File: config.mk
export PLATFORM = sky130hd
export DESIGN_NAME = rspc_ctrl
export DESIGN_NICKNAME = d
export VERILOG_FILES = /design/src/design/rspc_pkg.sv /design/src/design/rspc_ctrl.sv
export SDC_FILE = /design/constraint.sdc
export NUM_CORES = 1
export LEC_CHECK = 0
export CORE_MARGIN = 1
export CORE_UTILIZATION = 45
export CTS_BUF_LIST = sky130_fd_sc_hd__clkbuf_4 sky130_fd_sc_hd__clkbuf_8 sky130_fd_sc_hd__clkbuf_16
export CTS_CLUSTER_SIZE = 12
export DETAILED_ROUTE_END_ITERATION = 10
export DONT_BUFFER_PORTS = 1
export PLACE_DENSITY_LB_ADDON = 0.12
export RECOVER_POWER = 100
export SLEW_MARGIN = 10
export SYNTH_ARGS = -nofsm -noshare
export SYNTH_HDL_FRONTEND = slang
export SYNTH_SLANG_ARGS = --single-unit
export TNS_END_PERCENT = 100
File: constraint.sdc
create_clock -name clk_i -period 1.9 [get_ports clk_i]
set_clock_uncertainty 0.2 [all_clocks]
set_input_delay 0.285 -clock clk_i [delete_from_list [all_inputs] [get_ports clk_i]]
set_output_delay 0.285 -clock clk_i [all_outputs]
set_load 0.02 [all_outputs]
File: src/design/rspc_pkg.sv
`timescale 1ns / 1ps
package rspc_pkg;

  // Result status codes.
  typedef enum logic [2:0] {
    ST_OK        = 3'd0,
    ST_NOT_INIT  = 3'd1,
    ST_INVALID   = 3'd2,
    ST_EMPTY     = 3'd3,
    ST_TOO_LARGE = 3'd4,
    ST_TOO_SMALL = 3'd5,
    ST_MISSING   = 3'd6,
    ST_INTERNAL  = 3'd7
  } status_e;

  // Controller states.
  typedef enum logic [3:0] {
    S_IDLE,
    S_CALC,
    S_DECIDE,
    S_PREP,
    S_GAP,
    S_APPEND,
    S_TRIM_RD,
    S_TRIM_CHK,
    S_LK_RD,
    S_LK_CHK,
    S_FL_RD,
    S_FL_CHK,
    S_DONE
  } state_e;

  // Request kinds.
  localparam logic KIND_INSERT = 1'b0;
  localparam logic KIND_LOOKUP = 1'b1;

  // Shortest acceptable packet in bytes (fixed RTP header).
  localparam logic [15:0] MIN_PKT_LEN = 16'd12;

  // One slot of the packet window.
  typedef struct packed {
    logic        vld;
    logic [15:0] seq;
    logic [31:0] hdl;
    logic [15:0] len;
  } slot_t;

  // Commands from the controller to the datapath.
  typedef struct packed {
    logic    latch;
    logic    calc;
    logic    lock;
    logic    restart;
    logic    prep;
    logic    gap_wr;
    logic    app_wr;
    logic    rd_idx;
    logic    rd_head;
    logic    fill_wr;
    logic    drop;
    logic    load_out;
    logic    hit;
    status_e status;
  } ctl_cmd_t;

  // Status flags from the datapath to the controller.
  typedef struct packed {
    logic kind;
    logic ninit;
    logic lk_ninit;
    logic short_pkt;
    logic src_bad;
    logic empty;
    logic jump;
    logic ahead;
    logic far;
    logic in_span;
    logic in_cnt;
    logic too_large;
    logic too_small;
    logic gap_done;
    logic rd_vld;
    logic rd_match;
  } dp_sts_t;

endpackage

File: src/design/rspc_ctrl.sv
`timescale 1ns / 1ps
module rspc_ctrl (
  input  logic               clk_i,
  input  logic               rst_ni,
  input  logic               req_valid_i,
  output logic               req_ready_o,
  output logic               rsp_valid_o,
  input  logic               rsp_ready_i,
  input  rspc_pkg::dp_sts_t  sts_i,
  output rspc_pkg::ctl_cmd_t cmd_o
);
  import rspc_pkg::*;

  state_e  state_q, state_d;
  status_e st_q, st_d;
  logic    hit_q, hit_d;
  logic    ovld_q, ovld_d;
  logic    out_free;

  assign out_free    = !ovld_q || rsp_ready_i;
  assign req_ready_o = (state_q == S_IDLE);
  assign rsp_valid_o = ovld_q;

  // Next state.
  always_comb begin
    state_d = state_q;
    unique case (state_q)
      S_IDLE: begin
        if (req_valid_i) state_d = S_CALC;
      end
      S_CALC: state_d = S_DECIDE;
      S_DECIDE: begin
        state_d = S_DONE;
        if (sts_i.kind == KIND_LOOKUP) begin
          if (!sts_i.lk_ninit && !sts_i.empty && !sts_i.too_large && !sts_i.too_small &&
              sts_i.in_cnt) begin
            state_d = S_LK_RD;
          end
        end else if (!sts_i.ninit && !sts_i.short_pkt && !sts_i.src_bad &&
                     !sts_i.empty && !sts_i.jump) begin
          if (sts_i.ahead) state_d = S_PREP;
          else if (!sts_i.far && sts_i.in_span && sts_i.in_cnt) state_d = S_FL_RD;
        end
      end
      S_PREP:     state_d = S_GAP;
      S_GAP: begin
        if (sts_i.gap_done) state_d = S_APPEND;
      end
      S_APPEND:   state_d = S_TRIM_RD;
      S_TRIM_RD:  state_d = S_TRIM_CHK;
      S_TRIM_CHK: state_d = sts_i.rd_vld ? S_DONE : S_TRIM_RD;
      S_LK_RD:    state_d = S_LK_CHK;
      S_LK_CHK:   state_d = S_DONE;
      S_FL_RD:    state_d = S_FL_CHK;
      S_FL_CHK:   state_d = S_DONE;
      S_DONE: begin
        if (out_free) state_d = S_IDLE;
      end
      default:    state_d = S_IDLE;
    endcase
  end

  // Commands and result bookkeeping.
  always_comb begin
    cmd_o        = '0;
    cmd_o.status = st_q;
    cmd_o.hit    = hit_q;
    st_d         = st_q;
    hit_d        = hit_q;
    ovld_d       = ovld_q && !rsp_ready_i;
    unique case (state_q)
      S_IDLE: begin
        cmd_o.latch = req_valid_i;
        hit_d       = 1'b0;
      end
      S_CALC: cmd_o.calc = 1'b1;
      S_DECIDE: begin
        if (sts_i.kind == KIND_LOOKUP) begin
          if (sts_i.lk_ninit)       st_d = ST_NOT_INIT;
          else if (sts_i.empty)     st_d = ST_EMPTY;
          else if (sts_i.too_large) st_d = ST_TOO_LARGE;
          else if (sts_i.too_small) st_d = ST_TOO_SMALL;
          else if (!sts_i.in_cnt)   st_d = ST_MISSING;
          else                      st_d = ST_OK;
        end else begin
          cmd_o.lock = !sts_i.ninit && !sts_i.short_pkt;
          if (sts_i.ninit)                          st_d = ST_NOT_INIT;
          else if (sts_i.short_pkt || sts_i.src_bad) st_d = ST_INVALID;
          else if (sts_i.empty || sts_i.jump) begin
            cmd_o.restart = 1'b1;
            st_d          = ST_OK;
          end else if (sts_i.ahead)                 st_d = ST_OK;
          else if (sts_i.far) begin
            cmd_o.restart = 1'b1;
            st_d          = ST_OK;
          end else if (sts_i.in_span)               st_d = ST_OK;
          else                                      st_d = ST_INTERNAL;
        end
      end
      S_PREP:    cmd_o.prep = 1'b1;
      S_GAP:     cmd_o.gap_wr = !sts_i.gap_done;
      S_APPEND:  cmd_o.app_wr = 1'b1;
      S_TRIM_RD: cmd_o.rd_head = 1'b1;
      S_TRIM_CHK: cmd_o.drop = !sts_i.rd_vld;
      S_LK_RD:   cmd_o.rd_idx = 1'b1;
      S_LK_CHK: begin
        if (!sts_i.rd_vld)        st_d = ST_MISSING;
        else if (!sts_i.rd_match) st_d = ST_INTERNAL;
        else begin
          st_d  = ST_OK;
          hit_d = 1'b1;
        end
      end
      S_FL_RD:   cmd_o.rd_idx = 1'b1;
      S_FL_CHK:  cmd_o.fill_wr = !sts_i.rd_vld;
      S_DONE: begin
        if (out_free) begin
          cmd_o.load_out = 1'b1;
          ovld_d         = 1'b1;
        end
      end
      default: ;
    endcase
  end

  // State and result registers.
  always_ff @(posedge clk_i or negedge rst_ni) begin
    if (!rst_ni) begin
      state_q <= S_IDLE;
      st_q    <= ST_OK;
      hit_q   <= 1'b0;
      ovld_q  <= 1'b0;
    end else begin
      state_q <= state_d;
      st_q    <= st_d;
      hit_q   <= hit_d;
      ovld_q  <= ovld_d;
    end
  end

endmodule

; ---- Word-level counts from Yosys, hierarchy flattened
; Cells that the tools add are included.
[word_totals]
input_bits = 20
output_inout_bits = 18
reg_bits = 9
[classes]
n_reduce_logical = 34
n_eq_ne = 17
muxes = 48
[ops]
columns = cell, n
row1 = $mux 3, 16
row2 = $pmux 4 s12, 1
row3 = $mux 4, 7
row4 = $eq 4x4->1 const B, 5
row5 = $mux 1, 20
row6 = $eq 4x3->1 const B, 4
row7 = $logic_not 1->1, 13
row8 = $logic_and 1x1->1, 11
row9 = $ne 2x2->1 const B, 5
row10 = $eq 4x2->1 const B, 2
row11 = $pmux 3 s2, 1
row12 = $reduce_and 3->1, 2
row13 = $eq 4x1->1 const B, 1
row14 = $logic_not 4->1, 1
row15 = $mux 2, 2
row16 = $reduce_bool 2->1, 2
row17 = $reduce_or 2->1, 2
row18 = $logic_or 1x1->1, 3
row19 = $pmux 1 s2, 1

; ---- Logic depth before layout (Yosys ltp)
; Gate-level depths: netlist (run 1).
[logic_depth]
depth_word = 8
mapped_depth = 5
depth_no_buf = 4

; ---- Worst setup path before layout (run 1)
; No wires, ideal clock.
[synth_path]
kind = reg2out
startpoint = register state_q[2]
endpoint = output port cmd_o[12] (netlist bit)
setup_slack_ns = -0.329
t_required_ns = 1.415
t_arrival_ns = 1.744
stages_incl_launch_ff = 5
path_cell_list = dfrtp_1 -> or4b_1 -> clkbuf_2 -> nor3_2 -> and3b_1
[synth_lines]
columns = element, line
row1 = from (decl), rspc_ctrl.sv:14  ; state_e state_q, state_d;
row2 = from (signal assigned), rspc_ctrl.sv:134  ; state_q <= state_d;
row3 = to (decl), rspc_ctrl.sv:10  ; output rspc_pkg::ctl_cmd_t cmd_o

==> impl_metrics.env, run 1 <==
export IMPL_hold_class="in -> reg"
export IMPL_failed_checks="negative setup slack"
export IMPL_switching_share_pct=47.88
export IMPL_avgViaCountPerCell=6.109
export IMPL_pwr_share_clk_pct=11.8
export IMPL_vias=782
export IMPL_synth_top_area_cell="dfrtp_1"
export IMPL_core_sq_mm=0.001506
export IMPL_dp_final_hpwl_microns=1466
export IMPL_first_pass_iters=4
export IMPL_yosysSeqAreaShare_pct=30.98
export IMPL_syn_inst=96
export IMPL_cts_root_buffer="clkbuf_4"
export IMPL_fin_ws_ns=-0.2285
export IMPL_layout_common_cells="nor2_1, dfrtp_1, buf_4, nor3_1, nand2_1"
export IMPL_rrSetupSlack_ns=0.03
export IMPL_diodes=0
export IMPL_grt_pass1_wl_microns=3105
export IMPL_syn_nets=116
export IMPL_period_share_pct=112.0
export IMPL_synthTopCellsByArea="dfrtp_1, nor2_1, nor3_1"
export IMPL_cts_num_sinks=9
export IMPL_worst_slew_pin_slew_ns=0.4549
export IMPL_finalHoldViolCount=0
export IMPL_synth_cell_types=38
export IMPL_synthFlopType="dfrtp_1"
export IMPL_crit_path_end="cmd_o[12]"
export IMPL_synthMuxAreaShare_pct=0
export IMPL_p_total_mw=1.407
export IMPL_startpoint="state_q[3]$_DFFE_PN0P_"
export IMPL_dieArea_sq_mm=0.001780
export IMPL_powerDensity_mw_per_mm2=1458
export IMPL_r2r_start="state_q[3]$_DFFE_PN0P_"
export IMPL_grt_start_max_net_pins=15
export IMPL_cp_arrival_ns=1.64
export IMPL_critPathKind="reg -> out"
export IMPL_cp_required_ns=1.41
export IMPL_status="finished with violations"
export IMPL_power_leakage_nw=0.4231
export IMPL_die_width_microns=42.19
export IMPL_ys_ff_latch=9
export IMPL_async_flop_share_pct=100.0
export IMPL_wl_per_cell_microns=15.80
export IMPL_p_int_mw=0.7332
export IMPL_cp_num_buf_inv=0
export IMPL_nNetsFinal=133
export IMPL_reg2regPathDepth=4
export IMPL_hold_ws_ns=0.05355
export IMPL_regArea_sq_um=225.2
export IMPL_syn_area_per_cell_sq_um=7.572
export IMPL_clk_latency_ns=0.26
export IMPL_cts_buffer_depth=2
export IMPL_pin_count=38
export IMPL_drv_slew=0
export IMPL_synth_top_area_share_pct=30.98
export IMPL_layout_drive_gt1_share_pct=32.14
export IMPL_die_y_microns=42.19
export IMPL_row_count=14
export IMPL_cts_max_level=1
export IMPL_ant_nets=0
export IMPL_final_common_cell="nor2_1"
export IMPL_synth_compound_area_share_pct=24.10
export IMPL_path_cells="or4b_4, nor3_4, and3b_2"
export IMPL_vdd_drop_max_uv=733.7
export IMPL_antenna_found_initial=0
export IMPL_fin_util_pct=64.04
export IMPL_drcViolationCount=0
export IMPL_drt_iter0_drc=14
export IMPL_rr_endpoint="st_q[0]$_DFFE_PN0P_"
export IMPL_multi_input_area_sq_um=529.3
export IMPL_synth_edff_count=0
export IMPL_fmax_ghz=0.4698
export IMPL_start_kind="register"
export IMPL_finalSetupViolCount=2
export IMPL_grt_pass1_vias=732
export IMPL_fin_crit_ns=2.129
export IMPL_synth_xor_area_share_pct=0
export IMPL_port_buffers=0
export IMPL_crit_family="simple AND/OR/NAND/NOR gates"
export IMPL_grt_usage_pct=23.28
export IMPL_start_util_pct=48.26
export IMPL_relSlewSlack_pct=69.36
export IMPL_clkTransAtPathRegs_ns=0.06
export IMPL_postRouteWirelength_microns=2023
export IMPL_area_growth_pct=32.70
export IMPL_cap_violations=0
export IMPL_cts_buffers=3
export IMPL_synthSimpleGateAreaFrac_pct=38.55
export IMPL_synth_fa_ha_area_share_pct=0
export IMPL_synth_top_family_by_area="simple AND/OR/NAND/NOR gates"
export IMPL_critPathMaxStageDelay_ns=0.54
export IMPL_end_kind="output port"
export IMPL_rsz0062_at_grt="true"
export IMPL_sequentialPowerShare_pct=27.3
export IMPL_gp_congestion=0.8089
export IMPL_nFillCells=138
export IMPL_synth_warning_count=0
export IMPL_syn_area_sq_um=726.9
export IMPL_p_switching_mw=0.6734
export IMPL_slowest_stage="or4b_4"
export IMPL_cts_tree="yes"
export IMPL_cp_num_cells=3
export IMPL_grt_overflow=0
export IMPL_critPathMaxFanout=2
export IMPL_pwr_share_comb_pct=60.9
flip-flops by register name, indices dropped and copies added, names as in the netlist:
name and flops:
state_q 4, hit_q 1, rsp_valid_o 1, st_q 3
cells by family (layout without fill, tap and decap cells):
group,count (synthesis),after routing
simple gates,51,51
buf+inv,11,27
compound gates,25,25
flops,9,9
how the worst min path moves through the flow:
| stage | slack (ns) | endpoint | cells past startpoint | startpoint |
|---|---|---|---|---|
| finish | 0.05 | st_q[0]$_DFFE_PN0P_ | 2 | sts_i[0] |
| floorplan | -0.21 | hit_q$_DFFE_PN0P_ | 0 | rst_ni |
| global placement | -0.21 | st_q[2]$_DFFE_PN0P_ | 0 | rst_ni |
| global route | 0.06 | st_q[0]$_DFFE_PN0P_ | 2 | sts_i[0] |
| detailed placement | -0.21 | st_q[2]$_DFFE_PN0P_ | 0 | rst_ni |
| CTS | 0.04 | st_q[0]$_DFFE_PN0P_ | 2 | sts_i[0] |
synth_stat cells (all sizes together) (2+ instances only):
cell	n
and2	2
a31oi	2
nor2b	3
o21ai	5
a21oi	5
or4b	2
nor3	10
o21bai	2
nor2	13
dfrtp	9
nand2b	4
inv	5
clkbuf	5
nand2	6
nor4	3
metal layers:
metal | part of all wire, % | wire length [microns] | up-vias | GRT usage, %
met1 | 46 | 931 | 360 | 29.73
met3 | 5.5 | 111 | 5 | 6.034
met2 | 46 | 940 | 34 | 37.23
li1 | - | - | 383 | -
met4 | 2.0 | 40 | 0 | 9.375
met5 | 0 | 0 | - | 0
metrics by stage:
step | cells | TNS [ns] | worst slack (ns) | instance area, sq um
final | 128 | -0.4236 | -0.2285 | 964.7
after detailed placement | 118 | -0.007001 | -0.007001 | 817.0
after CTS | 125 | -0.4278 | -0.2309 | 903.4
after global routing | 128 | -0.5219 | -0.2759 | 964.7
after floorplan | 96 | -0.4498 | -0.2252 | 734.5
after global placement | 118 | 0 | 0.01397 | 817.0
area by class of cell:
cell class / count / area share, %
clock buffers: 4 / 3.113
inverters: 5 / 1.946
multi-input cells: 76 / 54.86
flip-flops and latches: 9 / 23.35
well taps: 16 / 2.075
repair buffers: 18 / 14.66
repair_timing:
action | CTS | global route
resized for setup | 7 | 14
endpoints found under the hold margin | 11 | 0
endpoints found under the setup margin | 5 | 9
hold buffers | 2 | 0
pin swaps | 2 | 1
setup buffers | 1 | 3
worst register-to-register path, cell delays in order, from the launching register on:
cell      delay [ns]
dfrtp_1         0.39
or4b_4          0.55
buf_4           0.18
or3_1           0.40
o211ai_2        0.09
power by group through the flow:
| stage | Sequential (mW) | Combinational (mW) | Clock (mW) |
|---|---|---|---|
| 2_1_floorplan | 0.380 | 0.495 | 0 |
| 3_3_place_gp | 0.378 | 0.670 | 0 |
| 3_5_place_dp | 0.383 | 0.680 | 0 |
| 4_1_cts | 0.381 | 0.736 | 0.167 |
| 5_1_grt | 0.393 | 0.929 | 0.176 |
| 6_report | 0.384 | 0.857 | 0.166 |
No activity file was read; power rests on OpenSTA's default activity.
==> run 2: changes to the inputs <==
--- a/config.mk
+++ b/config.mk
@@ -5,6 +5,8 @@
 export SDC_FILE = /design/constraint.sdc
 export NUM_CORES = 1
 export LEC_CHECK = 0
+export ABC_AREA = 1
+export ABC_CLOCK_PERIOD_IN_PS = 1900
 export CORE_MARGIN = 1
 export CORE_UTILIZATION = 45
 export CTS_BUF_LIST = sky130_fd_sc_hd__clkbuf_4 sky130_fd_sc_hd__clkbuf_8 sky130_fd_sc_hd__clkbuf_16
==> run 2 against run 1 <==
Compared with the run above: highest routed layer unchanged; clock power decreased by 6%; critical endpoint is now cmd_o[15]; the run now ends clean; area after synthesis grew 14%; worst setup slack gained 0.26 ns.
==> impl_metrics.env, run 2 <==
export IMPL_largest_reg_flops=4
export IMPL_r2r_start="state_q[2]$_DFFE_PN0P_"
export IMPL_grt_start_max_net_pins=10
export IMPL_layout_drive_gt1_share_pct=33.99
export IMPL_synthFlopType="dfrtp_1"
export IMPL_finalHoldViolCount=0
export IMPL_postRouteWirelength_microns=1977
export IMPL_reg_top3="state_q (4), st_q (3)"
export IMPL_drv_slew=0
export IMPL_hp_start="rsp_ready_i"
export IMPL_row_count=15
export IMPL_p_total_mw=1.384
export IMPL_power_leakage_nw=0.5418
export IMPL_synth_cell_types=24
export IMPL_synth_warning_count=0
export IMPL_fin_crit_ns=1.868
export IMPL_core_sq_mm=0.001727
export IMPL_cts_buffers=3
export IMPL_nNetsFinal=174
export IMPL_clk_latency_ns=0.25
export IMPL_synth_common_cells="nand2_1, nor2_1, inv_1"
export IMPL_dpl_cell_area_sq_um=898.4
export IMPL_startpoint="state_q[2]$_DFFE_PN0P_"
export IMPL_gp_congestion=0.8701
export IMPL_area_growth_pct=24.28
export IMPL_yosysSeqAreaShare_pct=27.15
export IMPL_vdd_drop_max_uv=755.5
export IMPL_diodes=0
export IMPL_design_area_sq_mm=0.001031
export IMPL_ys_ff_latch=9
export IMPL_clkTransAtPathRegs_ns=0.06
export IMPL_fmax_ghz=0.5354
export IMPL_cts_buffer_depth=2
export IMPL_status="completed"
export IMPL_wl_per_cell_microns=11.11
export IMPL_cts_root_buffer="clkbuf_4"
export IMPL_layout_common_cells="nand2_1, nor2_1, inv_1, inv_2, buf_4"
export IMPL_hold_ws_ns=0.02718
export IMPL_avgViaCountPerCell=4.899
export IMPL_cp_arrival_ns=1.38
export IMPL_finalSetupViolCount=0
export IMPL_grt_overflow=0
export IMPL_cts_max_level=1
export IMPL_end_kind="output port"
export IMPL_die_y_microns=44.94
export IMPL_syn_area_per_cell_sq_um=6.055
export IMPL_relSlewSlack_pct=70.68
export IMPL_pin_count=38
export IMPL_period_share_pct=98.30
export IMPL_cap_violations=0
export IMPL_ant_nets=0
export IMPL_rsz0062_at_grt="true"
export IMPL_antenna_found_initial=0
export IMPL_async_flop_share_pct=100.0
export IMPL_cp_common_cell="nor2_4"
export IMPL_hold_class="in -> reg"
export IMPL_grt_usage_pct=22.29
export IMPL_final_common_cell="nand2_1"
export IMPL_fin_util_pct=59.71
export IMPL_top_register="state_q"
export IMPL_syn_inst=137
export IMPL_dp_final_hpwl_microns=1514
export IMPL_vias=872
export IMPL_port_buffers=0
export IMPL_synth_top_area_share_pct=27.15
export IMPL_cts_num_sinks=9
export IMPL_first_pass_iters=4
export IMPL_cts_tree="yes"
export IMPL_die_width_microns=44.94
export IMPL_path_cells="nor2_4, inv_1, nor2_4, inv_2, nor2_1, buf_4"
export IMPL_start_kind="register"
export IMPL_critPathMaxStageDelay_ns=0.43
export IMPL_worst_slew_pin_slew_ns=0.4375
export IMPL_synth_top_area_cell="dfrtp_1"
export IMPL_drcViolationCount=0
export IMPL_yosysMostFrequentCell="nand2_1"
export IMPL_synth_edff_count=0
export IMPL_powerDensity_mw_per_mm2=1343
export IMPL_dieArea_sq_mm=0.002019
export IMPL_drt_iter0_drc=14
export IMPL_critPathMaxFanout=3
export IMPL_cp_required_ns=1.41
export IMPL_grt_pass1_vias=795
export IMPL_slowest_stage="dfrtp_2"
export IMPL_syn_area_sq_um=829.5
export IMPL_critPathKind="reg -> out"
export IMPL_grt_pass1_wl_microns=3305
export IMPL_syn_nets=157
export IMPL_start_util_pct=48.04
export IMPL_synthTopCellsByArea="dfrtp_1, nand2_1, nor2_1"
run 2: logic make-up (layout without fill, tap and decap cells):
family / after synthesis / after routing / synth area share (%)
AOI/OAI and AO/OA: 11 / 11 / 7.995
buffers and inverters: 29 / 45 / 13.57
and+or+nand+nor: 88 / 88 / 51.28
DFF: 9 / 9 / 27.15
run 2: power breakdown:
part	switching, mW	internal [mW]
clock	0.0616	0.0949
combinational	0.540	0.282
sequential	0.129	0.277
total	0.731	0.654
run 2: stage by stage:
| stage | instances | setup WS, ns | setup TNS, ns |
|---|---|---|---|
| finish | 178 | 0.03234 | 0 |
| global route | 178 | -0.05745 | -0.1147 |
| CTS | 177 | 0.02150 | 0 |
| detailed placement | 167 | 0.1814 | 0 |
| global placement | 167 | 0.2372 | 0 |
| floorplan | 137 | 0.06451 | 0 |
run 2: routing by layer:
layer | up-vias | GRT usage [%] | share of wire [%]
li1 | 451 | - | -
met1 | 391 | 28.43 | 45
met2 | 26 | 37.68 | 49
met3 | 4 | 4.400 | 4.4
met4 | 0 | 7.273 | 1.4
met5 | - | 0 | 0
run 2: area by class of cell:
cell class / count / area (sq um)
tap: 25 / 31.28
timing repair buffer: 13 / 105.1
sequential: 9 / 229.0
clock buffer: 4 / 30.03
fill: 185 / 695.7
inverter: 28 / 105.1
multi-input combinational: 99 / 530.5
run 2: final timing paths:
path | to | slack, ns | cells after the start
worst max-delay path | cmd_o[15] | 0.03 | 6
worst min-delay path | rsp_valid_o$_DFF_PN0_ | 0.03 | 3
worst max register to register | hit_q$_DFFE_PN0P_ | 0.05 | 7
worst min register to register | state_q[0]$_DFFE_PN0P_ | 0.40 | 3
max in group asynchronous | state_q[0]$_DFFE_PN0P_ | 1.01 | 1
min in group asynchronous | hit_q$_DFFE_PN0P_ | 0.19 | 1
run 2: worst max-delay path, delay by kind of cell (launching register included):
family | cells | cell delay (ns)
simple gates | 3 | 0.37
buf+inv | 3 | 0.31
flops | 1 | 0.43
run 2: timing repair:
action	4_1_cts	5_1_grt
pin swaps	1	1
hold buffers	3	0
hold endpoints to repair	10	0
resized for setup	5	9
setup buffers	3	1
setup endpoints to repair	2	6
==> run 3: changes to the inputs <==
==> constraint.sdc (replaced) <==
create_clock -name clk_i -period 1.9 [get_ports clk_i]
set_clock_uncertainty 0.2 [all_clocks]
set_input_delay 0 -clock clk_i [delete_from_list [all_inputs] [get_ports clk_i]]
set_output_delay 0 -clock clk_i [all_outputs]
set_load 0.02 [all_outputs]
==> run 3 against run 2 <==
Compared with the run above: sequential cell count is the same; register-to-register slack improved by 0.04 ns; sequential power rose by 2%; largest cell class unchanged; critical path depth grew 1; critical path type is now reg -> reg; highest routed layer unchanged; worst hold slack worse by 0.024 ns; sequential share of layout area fell by 3.0 points.
==> impl_metrics.env, run 3 (synthesized netlist as in run 2, its figures left out) <==
export IMPL_worst_slew_pin_slew_ns=0.4683
export IMPL_core_sq_mm=0.001727
export IMPL_reg_top3="state_q (4), st_q (3)"
export IMPL_clk_latency_ns=0.25
export IMPL_avgViaCountPerCell=4.862
export IMPL_nFillCells=152
export IMPL_row_count=15
export IMPL_cts_root_buffer="clkbuf_4"
export IMPL_vias=953
export IMPL_largest_reg_flops=4
export IMPL_layout_drive_gt1_share_pct=24.56
export IMPL_cp_required_ns=1.83
export IMPL_drv_slew=0
export IMPL_cts_buffers=3
export IMPL_status="completed"
export IMPL_holdPathStages=8
export IMPL_antenna_found_initial=0
export IMPL_rsz0062_at_grt="false"
export IMPL_cts_max_level=1
export IMPL_port_buffers=0
export IMPL_ant_nets=0
export IMPL_cts_tree="yes"
export IMPL_first_pass_iters=4
export IMPL_final_common_cell="nand2_1"
export IMPL_hold_path_end="state_q[2]$_DFFE_PN0P_"
export IMPL_grt_usage_pct=23.57
export IMPL_pin_count=38
export IMPL_area_growth_pct=42.99
export IMPL_start_kind="register"
export IMPL_gp_congestion=0.8750
export IMPL_end_kind="register"
export IMPL_slowest_stage="dlygate4sd3_1"
export IMPL_cts_num_sinks=9
export IMPL_crit_family="buffers and inverters"
export IMPL_clkTransAtPathRegs_ns=0.06
export IMPL_start_util_pct=48.04
export IMPL_finalSetupViolCount=0
export IMPL_critPathKind="reg -> reg"
export IMPL_hold_class="in -> reg"
export IMPL_top_register="state_q"
export IMPL_finalHoldViolCount=0
export IMPL_reg2regPathDepth=7
export IMPL_dieArea_sq_mm=0.002019
export IMPL_dp_final_hpwl_microns=1561
export IMPL_grt_start_max_net_pins=10
export IMPL_period_share_pct=95.24
export IMPL_die_width_microns=44.94
export IMPL_timing_setup_tns_ns=0
export IMPL_hp_start="sts_i[4]"
export IMPL_nNetsFinal=192
export IMPL_path_cells="nor2_4, inv_2, nor2_2, inv_2, nand2_1, nand2_1, dlygate4sd3_1"
export IMPL_grt_pass1_vias=853
export IMPL_cts_buffer_depth=2
export IMPL_grt_pass1_wl_microns=3519
export IMPL_layout_common_cells="nand2_1, dlygate4sd3_1, nor2_1, inv_1, inv_2"
export IMPL_relSlewSlack_pct=68.88
export IMPL_cp_arrival_ns=1.74
export IMPL_cp_num_buf_inv=3
export IMPL_fmax_ghz=0.5526
export IMPL_critPathMaxStageDelay_ns=0.56
export IMPL_rrSetupSlack_ns=0.09
export IMPL_power_leakage_nw=0.6138
export IMPL_critPathMaxFanout=3
export IMPL_fin_crit_ns=1.810
export IMPL_rr_endpoint="hit_q$_DFFE_PN0P_"
export IMPL_drcViolationCount=0
export IMPL_diodes=0
export IMPL_wl_per_cell_microns=11.20
export IMPL_powerDensity_mw_per_mm2=1106
export IMPL_p_total_mw=1.312
export IMPL_die_y_microns=44.94
export IMPL_drt_iter0_drc=15
export IMPL_grt_overflow=0
export IMPL_cap_violations=0
export IMPL_r2r_start="state_q[3]$_DFFE_PN0P_"
export IMPL_postRouteWirelength_microns=2195
export IMPL_vdd_drop_max_uv=716.0
==> run 3: cell types whose count changed in the layout (fill, tap and decap cells not counted) <==
cell / before / now
dlygate4sd3_1: 3 / 25
nor3_2: 2 / 1
nor3_1: 1 / 2
nand2_1: 35 / 36
buf_4: 10 / 6
nor2_4: 5 / 2
inv_2: 11 / 9
dfrtp_1: 6 / 7
nand2_4: 2 / 1
nor4_1: 0 / 1
inv_1: 17 / 19
nor2_2: 2 / 5
nor4_2: 1 / 0
dfrtp_2: 3 / 2
==> run 3: through the flow <==
stage                     hold WS (ns)  cell area (sq um)  std cells  util, %  setup WS (ns)
after CTS                     0.002937               1171        195    67.83        0.02033
after detailed placement       -0.4954              890.9        166    51.59         0.4585
after global routing           0.09070               1186        196    68.70        0.01251
final                         0.002766               1186        196    68.70        0.09041
after floorplan                -0.4956              829.5        137        -         0.3495
after global placement         -0.4954              890.9        166    51.59         0.4350
==> run 3: area by class of cell <==
cell class | instances | area (sq um) | share of cell area, %
flip-flops and latches | 9 | 227.7 | 19.20
multi-input cells | 99 | 496.7 | 41.88
repair buffers | 31 | 295.3 | 24.89
clock buffers | 4 | 30.03 | 2.532
inverters | 28 | 105.1 | 8.861
well taps | 25 | 31.28 | 2.637
==> run 3: layer usage <==
layer	part of all wire [%]	track usage, %
met1	42	29.97
met2	51	40.00
met3	5.2	4.400
met4	1.2	7.879
met5	0	0
==> run 3: how the worst max path moves through the flow <==
stage,from,depth (start not counted),slack (ns),to
3_5_place_dp,state_q[3]$_DFFE_PN0P_,8,0.46,state_q[2]$_DFFE_PN0P_
3_3_place_gp,state_q[3]$_DFFE_PN0P_,8,0.44,state_q[2]$_DFFE_PN0P_
4_1_cts,state_q[2]$_DFFE_PN0P_,7,0.02,hit_q$_DFFE_PN0P_
5_1_grt,state_q[2]$_DFFE_PN0P_,7,0.01,hit_q$_DFFE_PN0P_
2_1_floorplan,state_q[0]$_DFFE_PN0P_,3,0.35,cmd_o[13]
6_report,state_q[3]$_DFFE_PN0P_,7,0.09,hit_q$_DFFE_PN0P_
==> run 3: power by group <==
group	internal [mW]	leakage (nW)	switching, mW
Clock	0.0947	0.0184	0.0595
Sequential	0.275	0.111	0.138
Combinational	0.258	0.484	0.487
Total	0.627	0.614	0.685
==> run 3: what timing repair did <==
action                     in CTS  in global routing
hold endpoints to repair       23                  3
setup endpoints to repair       0                  5
setup buffers                   0                  1
gates resized for setup         0                  5
hold buffers                   25                  1
==> run 3: worst reg2reg max path: stages (launching register included) <==
cell and delay, ns:
dfrtp_2 0.43, nor2_4 0.14, inv_2 0.06, nor2_2 0.14, inv_2 0.06, nand2_1 0.05
nand2_1 0.05, dlygate4sd3_1 0.56
